--- config.mk ---
export PLATFORM = sky130hd
export DESIGN_NAME = ssg_envelope_level_translator
export DESIGN_NICKNAME = d
export VERILOG_FILES = /design/src/sv/selt_pkg.sv /design/src/sv/ssg_envelope_level_translator.sv
export SDC_FILE = /design/constraint.sdc
export NUM_CORES = 1
export LEC_CHECK = 0
export BUFFER_PORTS_ARGS = -buffer_cell sky130_fd_sc_hd__buf_2
export CAP_MARGIN = 10
export CORE_AREA = 3 3 173 259
export CTS_CLUSTER_SIZE = 24
export DETAILED_ROUTE_END_ITERATION = 8
export DIE_AREA = 0 0 176 262
export GPL_ROUTABILITY_DRIVEN = 0
export PLACE_DENSITY = 0.55
export SLEW_MARGIN = 40
export SYNTH_ARGS = -nofsm -noshare
export SYNTH_HDL_FRONTEND = slang
export SYNTH_SLANG_ARGS = --single-unit
export TNS_END_PERCENT = 50
--- constraint.sdc ---
create_clock -name clk -period 16.2 [get_ports clk]
set_input_delay 0 -clock clk [delete_from_list [all_inputs] [get_ports clk]]
set_output_delay 0 -clock clk [all_outputs]
set_load 0.01 [all_outputs]
--- src/sv/selt_pkg.sv ---
// ----------------------------------------------------------------------------
// SSG envelope level translator package
// Shared payload types, register numbers and envelope tables.
// ----------------------------------------------------------------------------
package selt_pkg;

    typedef struct packed {
        logic       action;
        logic [3:0] reg_addr;
        logic [7:0] reg_data;
    } ssg_in_t;

    typedef struct packed {
        logic [6:0] opm_register;
        logic [6:0] opm_value;
        logic       last_of_run;
    } ssg_out_t;

    typedef enum logic [1:0] {
        SEG_UP       = 2'd0,
        SEG_DOWN     = 2'd1,
        SEG_HOLD_BOT = 2'd2,
        SEG_HOLD_TOP = 2'd3
    } seg_kind_t;

    localparam logic ACT_TICK  = 1'b0;
    localparam logic ACT_WRITE = 1'b1;

    localparam logic [3:0] CFG_CHIP_MODE = 4'd0;
    localparam logic [3:0] CFG_MAP_A     = 4'd1;
    localparam logic [3:0] CFG_MAP_B     = 4'd2;
    localparam logic [3:0] CFG_MAP_C     = 4'd3;

    localparam logic [3:0] REG_TONE_FIRST = 4'd0;
    localparam logic [3:0] REG_TONE_LAST  = 4'd5;
    localparam logic [3:0] REG_MIXER      = 4'd7;
    localparam logic [3:0] REG_LEVEL_A    = 4'd8;
    localparam logic [3:0] REG_LEVEL_C    = 4'd10;
    localparam logic [3:0] REG_ENV_FINE   = 4'd11;
    localparam logic [3:0] REG_ENV_COARSE = 4'd12;
    localparam logic [3:0] REG_ENV_SHAPE  = 4'd13;

    localparam logic [6:0] TL_REG_BASE = 7'h70;
    localparam logic [6:0] TL_SILENT   = 7'h7f;
    localparam logic [7:0] TL_OFFSET   = 8'd3;
    localparam logic [4:0] LEVEL_TOP   = 5'd31;
    localparam int         MAX_RES     = 6;

    localparam logic [6:0] VOL_TL [16] = '{
        7'd127, 7'd62, 7'd56, 7'd52, 7'd46, 7'd42, 7'd36, 7'd32,
        7'd28,  7'd24, 7'd20, 7'd16, 7'd12, 7'd8,  7'd4,  7'd0
    };

    function automatic seg_kind_t seg_kind(input logic [3:0] shape, input logic seg);
        seg_kind_t k;
        k = SEG_HOLD_BOT;
        case (shape)
            4'd0, 4'd1, 4'd2, 4'd3: k = seg ? SEG_HOLD_BOT : SEG_DOWN;
            4'd4, 4'd5, 4'd6, 4'd7: k = seg ? SEG_HOLD_BOT : SEG_UP;
            4'd8:                   k = SEG_DOWN;
            4'd9:                   k = seg ? SEG_HOLD_BOT : SEG_DOWN;
            4'd10:                  k = seg ? SEG_UP : SEG_DOWN;
            4'd11:                  k = seg ? SEG_HOLD_TOP : SEG_DOWN;
            4'd12:                  k = SEG_UP;
            4'd13:                  k = seg ? SEG_HOLD_TOP : SEG_UP;
            4'd14:                  k = seg ? SEG_DOWN : SEG_UP;
            default:                k = seg ? SEG_HOLD_BOT : SEG_UP;
        endcase
        return k;
    endfunction

    function automatic logic [4:0] reload_level(input logic [3:0] shape, input logic seg);
        seg_kind_t k;
        k = seg_kind(shape, seg);
        return (k == SEG_DOWN || k == SEG_HOLD_TOP) ? LEVEL_TOP : 5'd0;
    endfunction

    function automatic logic [6:0] tl_value(input logic silent, input logic [7:0] vreg,
                                            input logic [4:0] lvl);
        logic [3:0] vol;
        logic [7:0] sum;
        vol = vreg[4] ? lvl[4:1] : vreg[3:0];
        sum = {1'b0, VOL_TL[vol]} + TL_OFFSET;
        if (silent) begin
            return TL_SILENT;
        end
        return (sum > {1'b0, TL_SILENT}) ? TL_SILENT : sum[6:0];
    endfunction

endpackage

--- src/sv/ssg_envelope_level_translator.sv ---
// ----------------------------------------------------------------------------
// SSG envelope level translator
// Keeps the SSG register file and envelope state and emits total-level writes.
// ----------------------------------------------------------------------------
// Flow: an accepted beat is registered in item_reg and processed into the
// result buffer once that buffer is empty or its last result is taken.
// Throughput: one input beat per cycle when it yields at most one result and
// out_stall stays low; else it waits while the single result port drains.
// Reset: asynchronous active-low, clears registers, envelope and config.
// ----------------------------------------------------------------------------
module ssg_envelope_level_translator (
    input  logic                 clk,
    input  logic                 rst_n,
    input  logic                 cfg_valid,
    output logic                 cfg_ready,
    input  logic [3:0]           cfg_index,
    input  logic [3:0]           cfg_data,
    input  logic                 in_valid,
    output logic                 in_stall,
    input  selt_pkg::ssg_in_t    in_data,
    output logic                 out_valid,
    input  logic                 out_stall,
    output selt_pkg::ssg_out_t   out_data
);

    logic               chip_mode_reg;
    logic [3:0]         map_reg [3];
    logic [7:0]         regs_reg [16];
    logic [7:0]         regs_new [16];
    logic [15:0]        count_reg, count_next, count_inc;
    logic [15:0]        period_reg, period_next, period_raw;
    logic [3:0]         shape_reg, shape_next;
    logic               seg_reg, seg_next;
    logic [4:0]         level_reg, level_next, level_run;
    logic               in_valid_reg;
    selt_pkg::ssg_in_t  item_reg;
    selt_pkg::ssg_out_t res_reg [selt_pkg::MAX_RES];
    selt_pkg::ssg_out_t res_next [selt_pkg::MAX_RES];
    logic [2:0]         n_reg, n_next, idx_reg;
    logic               accept, proc, pop, last_pop;
    logic               mapped [3];
    logic [2:0]         tgt [3];
    logic               cand_en [selt_pkg::MAX_RES];
    logic [1:0]         cand_ch [selt_pkg::MAX_RES];
    logic [4:0]         cand_lvl [selt_pkg::MAX_RES];
    logic               shape_ok, restarted;
    logic               silent;
    logic [1:0]         ch_w;

    assign cfg_ready = 1'b1;
    assign out_valid = (n_reg != 3'd0);
    assign out_data  = res_reg[idx_reg];
    assign pop       = out_valid && !out_stall;
    assign last_pop  = pop && (idx_reg == n_reg - 3'd1);
    assign proc      = in_valid_reg && (!out_valid || last_pop);
    assign in_stall  = in_valid_reg && !proc;
    assign accept    = in_valid && !in_stall;

    always_comb
    begin
        for (int c = 0; c < 3; c++)
        begin
            if (!chip_mode_reg)
            begin
                mapped[c] = 1'b1;
                tgt[c]    = 3'(c + 3);
            end
            else
            begin
                mapped[c] = !map_reg[c][3];
                tgt[c]    = map_reg[c][2:0];
            end
        end
    end

    always_comb
    begin
        regs_new = regs_reg;
        if (item_reg.action == selt_pkg::ACT_WRITE)
        begin
            regs_new[item_reg.reg_addr] = item_reg.reg_data;
        end
        count_next  = count_reg;
        period_next = period_reg;
        shape_next  = shape_reg;
        seg_next    = seg_reg;
        level_next  = level_reg;
        level_run   = level_reg;
        restarted   = 1'b0;
        count_inc   = count_reg + 16'd1;
        period_raw  = {regs_new[selt_pkg::REG_ENV_COARSE], regs_new[selt_pkg::REG_ENV_FINE]};
        shape_ok    = !shape_reg[3] || shape_reg == 4'd9 || shape_reg == 4'd11;
        ch_w        = 2'd0;
        for (int i = 0; i < selt_pkg::MAX_RES; i++)
        begin
            cand_en[i]  = 1'b0;
            cand_ch[i]  = 2'(i % 3);
            cand_lvl[i] = level_reg;
        end

        if (item_reg.action == selt_pkg::ACT_TICK)
        begin
            if (count_inc < period_reg)
            begin
                count_next = count_inc;
            end
            else
            begin
                count_next = 16'd0;
                case (selt_pkg::seg_kind(shape_reg, seg_reg))
                    selt_pkg::SEG_UP:
                    begin
                        if (level_reg >= selt_pkg::LEVEL_TOP)
                        begin
                            seg_next   = !seg_reg;
                            level_next = selt_pkg::reload_level(shape_reg, !seg_reg);
                        end
                        else
                        begin
                            level_next = level_reg + 5'd1;
                        end
                    end
                    selt_pkg::SEG_DOWN:
                    begin
                        if (level_reg == 5'd0)
                        begin
                            seg_next   = !seg_reg;
                            level_next = selt_pkg::reload_level(shape_reg, !seg_reg);
                        end
                        else
                        begin
                            level_next = level_reg - 5'd1;
                        end
                    end
                    default:
                    begin
                    end
                endcase
                for (int c = 0; c < 3; c++)
                begin
                    cand_en[c]  = regs_new[8 + c][4] && mapped[c];
                    cand_lvl[c] = level_next;
                end
            end
        end
        else
        begin
            case (item_reg.reg_addr) inside
                [selt_pkg::REG_TONE_FIRST:selt_pkg::REG_TONE_LAST]:
                begin
                    ch_w        = item_reg.reg_addr[2:1];
                    cand_en[0]  = mapped[ch_w];
                    cand_ch[0]  = ch_w;
                    if (regs_new[{2'b10, ch_w}][4] && shape_ok)
                    begin
                        count_next = 16'd0;
                        seg_next   = 1'b0;
                        level_next = selt_pkg::reload_level(shape_reg, 1'b0);
                    end
                end
                [selt_pkg::REG_LEVEL_A:selt_pkg::REG_LEVEL_C]:
                begin
                    cand_en[0] = mapped[item_reg.reg_addr[1:0]];
                    cand_ch[0] = item_reg.reg_addr[1:0];
                end
                selt_pkg::REG_MIXER:
                begin
                    for (int c = 0; c < 3; c++)
                    begin
                        cand_lvl[c] = level_run;
                        if (!item_reg.reg_data[c] && regs_reg[selt_pkg::REG_MIXER][c]
                            && mapped[c])
                        begin
                            cand_en[c] = 1'b1;
                            if (regs_new[8 + c][4] && shape_ok)
                            begin
                                restarted = 1'b1;
                                level_run = selt_pkg::reload_level(shape_reg, 1'b0);
                            end
                        end
                    end
                    for (int c = 0; c < 3; c++)
                    begin
                        cand_en[c + 3]  = mapped[c];
                        cand_lvl[c + 3] = level_run;
                    end
                    if (restarted)
                    begin
                        count_next = 16'd0;
                        seg_next   = 1'b0;
                        level_next = level_run;
                    end
                end
                selt_pkg::REG_ENV_FINE, selt_pkg::REG_ENV_COARSE:
                begin
                    period_next = (period_raw == 16'd0) ? 16'd1 : period_raw;
                end
                selt_pkg::REG_ENV_SHAPE:
                begin
                    shape_next = item_reg.reg_data[3:0];
                    count_next = 16'd0;
                    seg_next   = 1'b0;
                    level_next = selt_pkg::reload_level(item_reg.reg_data[3:0], 1'b0);
                end
                default:
                begin
                end
            endcase
        end
    end

    always_comb
    begin
        n_next = 3'd0;
        silent = 1'b0;
        for (int i = 0; i < selt_pkg::MAX_RES; i++)
        begin
            res_next[i] = res_reg[i];
        end
        for (int i = 0; i < selt_pkg::MAX_RES; i++)
        begin
            silent = regs_new[selt_pkg::REG_MIXER][{1'b0, cand_ch[i]}]
                || (!chip_mode_reg && !regs_new[selt_pkg::REG_MIXER][{1'b0, cand_ch[i]} + 3'd3]);
            if (cand_en[i])
            begin
                res_next[n_next].opm_register = selt_pkg::TL_REG_BASE | {4'd0, tgt[cand_ch[i]]};
                res_next[n_next].opm_value    = selt_pkg::tl_value(silent,
                                                    regs_new[{2'b10, cand_ch[i]}], cand_lvl[i]);
                res_next[n_next].last_of_run  = 1'b0;
                n_next = n_next + 3'd1;
            end
        end
        if (n_next != 3'd0)
        begin
            res_next[n_next - 3'd1].last_of_run = 1'b1;
        end
    end

    always_ff @(posedge clk or negedge rst_n)
    begin
        if (!rst_n)
        begin
            chip_mode_reg <= 1'b0;
            for (int c = 0; c < 3; c++)
            begin
                map_reg[c] <= 4'hf;
            end
        end
        else if (cfg_valid && cfg_ready)
        begin
            case (cfg_index)
                selt_pkg::CFG_CHIP_MODE: chip_mode_reg <= cfg_data[0];
                selt_pkg::CFG_MAP_A:     map_reg[0]    <= cfg_data;
                selt_pkg::CFG_MAP_B:     map_reg[1]    <= cfg_data;
                selt_pkg::CFG_MAP_C:     map_reg[2]    <= cfg_data;
                default:
                begin
                end
            endcase
        end
    end

    always_ff @(posedge clk or negedge rst_n)
    begin
        if (!rst_n)
        begin
            for (int r = 0; r < 16; r++)
            begin
                regs_reg[r] <= 8'd0;
            end
            count_reg  <= 16'd0;
            period_reg <= 16'd1;
            shape_reg  <= 4'd0;
            seg_reg    <= 1'b0;
            level_reg  <= 5'd0;
        end
        else if (proc)
        begin
            regs_reg   <= regs_new;
            count_reg  <= count_next;
            period_reg <= period_next;
            shape_reg  <= shape_next;
            seg_reg    <= seg_next;
            level_reg  <= level_next;
        end
    end

    always_ff @(posedge clk or negedge rst_n)
    begin
        if (!rst_n)
        begin
            in_valid_reg <= 1'b0;
        end
        else if (accept)
        begin
            in_valid_reg <= 1'b1;
        end
        else if (proc)
        begin
            in_valid_reg <= 1'b0;
        end
    end

    always_ff @(posedge clk)
    begin
        if (accept)
        begin
            item_reg <= in_data;
        end
        if (proc)
        begin
            res_reg <= res_next;
        end
    end

    always_ff @(posedge clk or negedge rst_n)
    begin
        if (!rst_n)
        begin
            n_reg   <= 3'd0;
            idx_reg <= 3'd0;
        end
        else if (proc)
        begin
            n_reg   <= n_next;
            idx_reg <= 3'd0;
        end
        else if (last_pop)
        begin
            n_reg   <= 3'd0;
            idx_reg <= 3'd0;
        end
        else if (pop)
        begin
            idx_reg <= idx_reg + 3'd1;
        end
    end

    a_idx_in_range: assert property (@(posedge clk) disable iff (!rst_n)
        (n_reg != 3'd0) |-> (idx_reg < n_reg && n_reg <= 3'(selt_pkg::MAX_RES)))
        else $error("result index outside buffered run");

    a_period_nonzero: assert property (@(posedge clk) disable iff (!rst_n)
        period_reg != 16'd0)
        else $error("envelope period is zero");

    a_no_step_holds_level: assert property (@(posedge clk) disable iff (!rst_n)
        (proc && item_reg.action == selt_pkg::ACT_TICK && count_inc < period_reg)
        |=> $stable(level_reg))
        else $error("envelope level moved on a tick without a step");

endmodule
# After elaboration in Yosys (flattened, before gate mapping)
# Memory sizes are Yosys's and may differ from the RTL's. A register that Yosys moved wholly into a read port is not among the register bits.
# Index checks and enable logic that the tools add are counted.
# op_classes
bitwise_logic	23
eq_ne	41
mux	277
n_addsub	18
n_reduce_logical	84
magnitude_cmp	40
# op_table
op	count
bitwise mux 90 bit	16
demux 15 bit (select 3 bit)	16
two-way mux 90 bit	6
two-way mux 7 bit	33
two-way mux 15 bit	11
two-way mux 16 bit	10
two-way mux 5 bit	31
bitwise mux 128 bit	1
two-way mux 128 bit	1
two-way mux 2 bit	48
two-way mux 25 bit	3
binary-select mux 8 bit (select 4 bit)	2
two-way mux 1 bit	57
two-way mux 3 bit	18
greater-or-equal comparator 5 bit (second input constant)	10
adder 7 x 2 -> 8 bit (second input constant)	6
> comparator 8 x 7 -> 1 bit (second input constant)	6
two-way mux 8 bit	6
binary-select mux 15 bit (select 3 bit)	1
NOT 4 -> 5 bit	9
equality test 4 bit (second input constant)	10
demux 8 bit (select 4 bit)	1
greater-or-equal comparator 4 bit (second input constant)	8
logical AND 1 bit	31
51 further kinds	142
# totals
regBits	293
wordCells	543
inputBits	26
out_inout_bits	18
mem_count	11
rom_bits	752
# mem_list
memory	words	width	rd	rd_clocked_by_memory_dff	write_ports	line_no	rtl
(no name shown)	16	7	1	0	0	selt_pkg.sv:83	sum = {1'b0, VOL_TL[vol]} + TL_OFFSET;
(no name shown)	16	7	1	0	0	selt_pkg.sv:83	
(no name shown)	16	7	1	0	0	selt_pkg.sv:83	
(no name shown)	16	7	1	0	0	selt_pkg.sv:83	
(no name shown)	16	7	1	0	0	selt_pkg.sv:83	
(no name shown)	16	7	1	0	0	selt_pkg.sv:83	
+5 memories	n/a	n/a	n/a	n/a	n/a	n/a	

# Depth between registers and ports, before layout
# Gate-level depths: netlist of the first run.
# depth
ltp_word	59
ltp_mapped	35
depth_no_buf	31

# Worst setup path after synthesis of the first run
# No wires, ideal clock.
# synth_timing
path_type	flip-flop to flip-flop
from	reg count_reg[0]
to	reg res_reg[30] (netlist name), data pin
setup_time_ns	0.256
setup_slack_ns	9.212
synth_period_minus_slack_ns	6.988
arrival_ns	6.732
stages_incl_launch_ff	31
t_required_ns	15.944
path_buffers	4
cell_sequence	dfrtp_1 nand3_1 nor2_1 and3_1 clkbuf_1 and3_1 clkbuf_1 nand3_1 xnor2_1 ha_1 a211oi_1 o21ai_0 a221oi_2 a21oi_1 a32oi_1 clkbuf_1 inv_1 fa_1 clkbuf_1 xnor2_1 inv_1 ha_1 nor2_1 a21oi_1 ha_1 mux2i_1 ha_1 inv_1 a21oi_1 nor2_1 a22o_1
# synth_lines
item	line_no	rtl
start: declaration	ssg_envelope_level_translator.sv:30	logic [15:0] count_reg, count_next, count_inc;
start signal: assignment	ssg_envelope_level_translator.sv:280	count_reg <= count_next;
end signal: assignment	ssg_envelope_level_translator.sv:312	res_reg <= res_next;
end: declaration	ssg_envelope_level_translator.sv:37	selt_pkg::ssg_out_t res_reg [selt_pkg::MAX_RES];

==> qor.txt, run 1 <==
Status = finished with violations
Failing checks = hold timing
Share of layout cells above drive strength 1 = 0.151
Comb pwr share = 0.527
Setup Buffers After CTS = 0
Post-Syn Instances = 1726
CTS Buffer Depth = 3
Met3 usage = 0.0286
Final core utilization = 0.404
Post-synth EDFFs = 103
DIE HEIGHT = 262 µm
Seq pwr share = 0.293
Initial core utilization = 0.357
Critical R2R Capture = res_reg[89]
Post-Syn Area per Cell = 8.89 µm²
Final min period = 7.99 ns
Leak Pwr = 6.61 nW
Largest cells by area after synthesis = edfxtp_1, dfrtp_1, o21ai_0
Largest register FFs = 90
Actual slew at the worst max-slew pin = 0.839 ns
Worst skew pair latency = 0.57 ns
Final Power = 3.53 mW
Post-route ant nets = 0
Area leader, netlist = edfxtp_1
Site Rows = 93
Gr busiest metal = met2
R2R Setup Slk = 8.21 ns
HP Class = input pin to flop
CP max FO = 14
DRT Wirelength = 55900 µm
GRT Util Overall = 0.239
# nets final = 1810
Die X = 176 µm
Worst Skew = 0.0258 ns
Max VDD drop = 0.0862 mV
Via count = 14400
Worst path required time = 16.48 ns
First DRT Iteration DRCs = 1302
Die area = 46100 µm²
FF/Latch Area = 5660 µm²
Clock Power Share = 0.180
Grt total ovfl = 0
CTS Hold Bufs = 28
Largest net degree at the start of global routing = 73
CTS tree = yes
Vias/cell = 6.15
Multi-input logic area = 9080 µm²
Hold worst-path end = map_reg[5]
Number of synthesized register bits = 205
Total negative slack = 0 ns
Asr flop ratio synth = 0.493
Placed instance count = 2261
WHS Path Cells = 5
Sequential fraction of the synthesis area = 0.369
ANT cells = 0
Total CTS buffers = 25
CTS Sinks = 205
Relative slew slack = 0.427
DR pass1 iterations = 6
Synth unique cells = 96
I/O pins = 44
Int Pwr = 1.88 mW
Pins Over Slew Limit = 0
Endpoint class of the critical path = flop
Core Area = 42900 µm²
Period utilisation layout = 0.493
Post-synth top flop = edfxtp_1
Grt met1 use = 0.265
Pre-CTS setup slack = 8.09 ns
Met2 GRT Util = 0.419
# fillers = 4258
Synthesized cell area = 15300 µm²
WL per Instance = 23.9 µm
RSZ-0062 raised after global routing = false
Final WS setup = 8.21 ns
Layout Area Growth over Synthesis = 13.2%
R2R cell count = 26
Post-synth top area share = 0.202
Clk root buf = clkbuf_16
Fin Hold WS = -0.00731 ns
Post-Synthesis Net Count = 1789
Final hold violations = 1
Yosys warns = 0
WP data arrival = 8.27 ns
Fmax = 0.125 GHz
CP Class = flop to flop
Initial antenna violation count = 0
Post-DP HPWL = 41500 µm
Setup violations, final = 0
Hold path startpoint = cfg_index[2]
IO buf count = 42
Max Cap Viol = 0
Timing startpoint of the critical path = count_reg[0]
CTS resizes = 0
First-pass GRT wire length = 85700 µm
Pwr Density = 203 nW/µm²
Vias in the first global route = 14300
Remaining DRCs = 0
Crit Reg-Reg Startpoint = count_reg[0]
Htree depth = 1
Worst-path clk slew = 0.06 ns
Sw Pwr = 1.65 mW
Non-filler cells, final = 2336
Worst setup SP type = flop
Switching Fraction = 0.468
## synth_stat cells (36+ instances only)
cell,number
clkbuf_1,76
nand2_1,188
nand3_1,48
mux2_2,57
edfxtp_1,103
dfrtp_1,88
nor2_1,138
mux2i_1,60
ha_1,36
inv_1,63
o22ai_1,38
a21oi_1,90
o21ai_0,145
## kinds of logic (layout without fill, tap and decap cells)
group / count (synthesis) / count (layout) / synth area share
DFF: 205 / 205 / 0.369
muxes: 135 / 135 / 0.107
other: 1 / 1 / 0.000244
and+or+nand+nor: 599 / 599 / 0.192
AOI/OAI and AO/OA: 543 / 543 / 0.238
buffers and inverters: 174 / 214 / 0.0445
adders and majority gates: 37 / 37 / 0.0307
xor gates and xnor gates: 32 / 32 / 0.0183
## routing by layer
metal	up-vias	part of all wire
li1	6578	-
met1	6898	0.36
met2	661	0.49
met3	235	0.062
met4	0	0.092
met5	-	0
## critical path, cell delays in order, from the launching register on
cell and delay, ns:
dfrtp_1 0.42, nand3_1 0.10, nor2_1 0.25, and3_1 0.30, and3_1 0.29, nand3_1 0.12
xnor2_1 0.20, ha_1 0.29, a211oi_1 0.20, o21ai_0 0.14, a221oi_2 0.51, a21o_1 0.21
o311a_1 0.48, clkinv_1 0.40, ha_1 0.42, nor3_1 0.28, nor2_1 0.08, ha_1 0.28
nand2_1 0.06, o31a_1 0.43, inv_2 0.20, ha_1 0.26, xnor2_1 0.29, o32ai_1 0.18
and2_1 0.36, nor4b_2 0.80, nand2b_1 0.15
## metrics by stage
| stage | cell area [µm²] | hold slack (ns) |
|---|---|---|
| 2_1_floorplan | 15300 | -0.296 |
| 3_3_place_gp | 16100 | 0.00482 |
| 4_1_cts | 17300 | 0.0114 |
| 3_5_place_dp | 16100 | 0.0127 |
| 5_1_grt | 17400 | 0.104 |
| 6_report | 17400 | -0.00731 |
## placed cells by master, fill, tap and decap left out, drive strengths merged, types with 31 or more instances in the layout
cell type / instances
o21ai: 151
nand2: 188
inv: 66
nand2b: 33
edfxtp: 103
ha: 36
mux2: 57
buf: 73
dfrtp: 88
nor3: 36
clkbuf: 31
nor2: 141
a21oi: 90
o22ai: 38
nand3: 48
mux2i: 61
## power groups by stage
stage	clock network, mW	registers [mW]	logic, mW
6_report	0.636	1.03	1.86
5_1_grt	0.669	1.05	2.02
4_1_cts	0.648	1.02	1.83
3_5_place_dp	0	1.03	1.81
3_3_place_gp	0	1.03	1.78
2_1_floorplan	0	0.903	1.31
## worst max path at each step
stage	end	slack, ns	depth (start not counted)
floorplan	res_reg[30]	9.21	30
CTS	res_reg[89]	8.11	26
global route	res_reg[75]	7.54	27
detailed placement	res_reg[89]	8.09	24
global placement	res_reg[89]	8.40	24
finish	res_reg[89]	8.21	26
## final cells by class
| class | count | share of cell area |
|---|---|---|
| multi-input combinational | 1347 | 0.523 |
| sequential | 205 | 0.326 |
| timing repair buffer | 101 | 0.0425 |
| tap | 570 | 0.0411 |
| clock buffer | 30 | 0.0383 |
| inverter | 67 | 0.0146 |
| clock inverter | 16 | 0.0146 |
(Power assumes the default switching activity.)
==> run 2: changes to the inputs <==
--- a/config.mk
+++ b/config.mk
@@ -12,7 +12,7 @@
 export DETAILED_ROUTE_END_ITERATION = 8
 export DIE_AREA = 0 0 176 262
 export GPL_ROUTABILITY_DRIVEN = 0
-export PLACE_DENSITY = 0.55
+export PLACE_DENSITY = 0.56
 export SLEW_MARGIN = 40
 export SYNTH_ARGS = -nofsm -noshare
 export SYNTH_HDL_FRONTEND = slang
==> constraint.sdc (replaced) <==
create_clock -name clk -period 7 [get_ports clk]
set_input_delay 0 -clock clk [delete_from_list [all_inputs] [get_ports clk]]
set_output_delay 0 -clock clk [all_outputs]
set_load 0.01 [all_outputs]
==> run 2 against run 1 <==
  * Largest power group unchanged
  * Sequential power rose by 130%
  * Critical path depth unchanged
  * Final cell count grew 0.98%
  * Hold slack improved by 0.0089 ns
  * Non-clock buffer count up 26
  * The run now ends clean
  * Global-route usage is 0.54 points lower
  * Register-to-register slack lost 7.7 ns
  * Count of clock-buffer cells in the layout up 5
  * First-iteration DRC count fell by 3.4%
==> qor.txt, run 2 (synthesized netlist as in run 1, its figures left out) <==
Largest net degree at the start of global routing = 69
Post-route ant nets = 0
Pwr Density = 457 nW/µm²
Worst setup SP type = flop
Vias in the first global route = 14200
Core Area = 42900 µm²
Site Rows = 93
Max VDD drop = 0.244 mV
Vias/cell = 6.14
Setup violations, final = 0
CTS Buffer Depth = 3
GRT Util Overall = 0.233
First-pass GRT wire length = 84200 µm
Endpoint class of the critical path = flop
Actual slew at the worst max-slew pin = 0.921 ns
Remaining DRCs = 0
Largest register FFs = 90
Commonest non-fill, non-tap cells in the layout = nand2_1, o21ai_0, nor2_1
DR pass1 iterations = 7
Grt total ovfl = 0
Initial core utilization = 0.357
Pins Over Slew Limit = 0
Final min period = 6.52 ns
Max Cap Viol = 0
HP Class = input pin to asynchronous set/reset pin
CP Class = flop to flop
Die X = 176 µm
Most common cell after layout, fill and taps aside = nand2_1
Fmax = 0.153 GHz
I/O pins = 44
Initial antenna violation count = 0
Status = completed
WP data arrival = 6.81 ns
WL per Instance = 23.3 µm
Share of layout cells above drive strength 1 = 0.168
DRT Wirelength = 55100 µm
DIE HEIGHT = 262 µm
Relative slew slack = 0.379
Worst skew pair latency = 0.55 ns
IO buf count = 42
Die area = 46100 µm²
Final Power = 7.96 mW
Leak Pwr = 6.68 nW
Final hold violations = 0
CP max FO = 14
Htree depth = 1
# nets final = 1835
ANT cells = 0
R2R Setup Slk = 0.48 ns
Total CTS buffers = 24
CTS Sinks = 205
First DRT Iteration DRCs = 1258
Worst Skew = 0.0139 ns
CTS tree = yes
Period utilisation layout = 0.932
Worst path required time = 7.29 ns
Via count = 14500
Clk root buf = clkbuf_16
Worst-path clk slew = 0.06 ns
Post-DP HPWL = 41200 µm
Layout Area Growth over Synthesis = 13.6%
Final core utilization = 0.406
## run 2: final timing paths
path | start | endpoint | cells after the start
setup / recovery | count_reg[0] | res_reg[75] | 26
setup reg to reg | count_reg[0] | res_reg[75] | 26
min in group clk | cfg_index[2] | map_reg[4] | 5
hold reg to reg | regs_reg[40] | regs_reg[40] | 2
hold / removal | rst_n | chip_mode_reg | 2
max in group asynchronous | rst_n | idx_reg[2] | 3
## run 2: metrics by stage
stage | worst slack, ns | hold slack, ns | instance area [µm²] | setup TNS [ns] | std cells
2_1_floorplan | 0.0122 | -0.296 | 15300 | 0 | 1726
3_3_place_gp | 0.373 | 0.129 | 16300 | 0 | 2285
3_5_place_dp | 0.183 | 0.130 | 16300 | 0 | 2287
4_1_cts | 0.156 | 0.0285 | 17300 | 0 | 2357
5_1_grt | -0.00119 | 0.0461 | 17400 | -0.00119 | 2359
6_report | 0.476 | 0.00162 | 17400 | 0 | 2359
## run 2: power breakdown
part           switching [mW]  total, mW  leakage [nW]  internal, mW
clock network           0.530       1.25         0.384         0.720
registers               0.457       2.34          2.22          1.88
logic                    2.78       4.37          4.07          1.59
total                    3.76       7.96          6.68          4.19
## run 2: final cells by class
| cell class | instances | area (µm²) |
|---|---|---|
| fillers | 4263 | 25500 |
| clock inverters | 8 | 80.1 |
| multi-input cells | 1347 | 9100 |
| inverters | 67 | 254 |
| repair buffers | 127 | 930 |
| flip-flops and latches | 205 | 5660 |
| clock buffers | 35 | 689 |
| well taps | 570 | 713 |
## run 2: critical path, stage by stage, from the launching register on
cell,delay (ns)
dfrtp_1,0.43
nand3_1,0.11
nor2_2,0.17
and3_1,0.27
and3_2,0.26
nand3_1,0.10
xnor2_1,0.20
ha_1,0.30
a211oi_1,0.19
o21ai_0,0.14
a221oi_2,0.25
buf_4,0.21
a2111oi_2,0.10
or2_2,0.40
fa_2,0.67
ha_1,0.20
nand4_1,0.17
nand4_1,0.17
o311ai_1,0.13
nor3_2,0.27
xnor2_1,0.16
o32ai_1,0.48
and2_2,0.41
nor4b_2,0.11
buf_4,0.19
nand2_1,0.07
o21ai_0,0.08
## run 2: routing by layer
| layer | track usage | share of wire | vias to the layer above |
|---|---|---|---|
| met2 | 0.418 | 0.49 | 656 |
| met4 | 0.164 | 0.085 | 0 |
| met3 | 0.0312 | 0.061 | 214 |
| met1 | 0.254 | 0.36 | 7002 |
| li1 | - | - | 6619 |
| met5 | 0 | 0 | - |
## run 2: what timing repair did
action | in CTS | in global routing
hold buffers | 27 | 0
gates resized for setup | 0 | 20
setup endpoints to repair | 0 | 86
hold endpoints to repair | 86 | 0
buffers inserted | 0 | 2
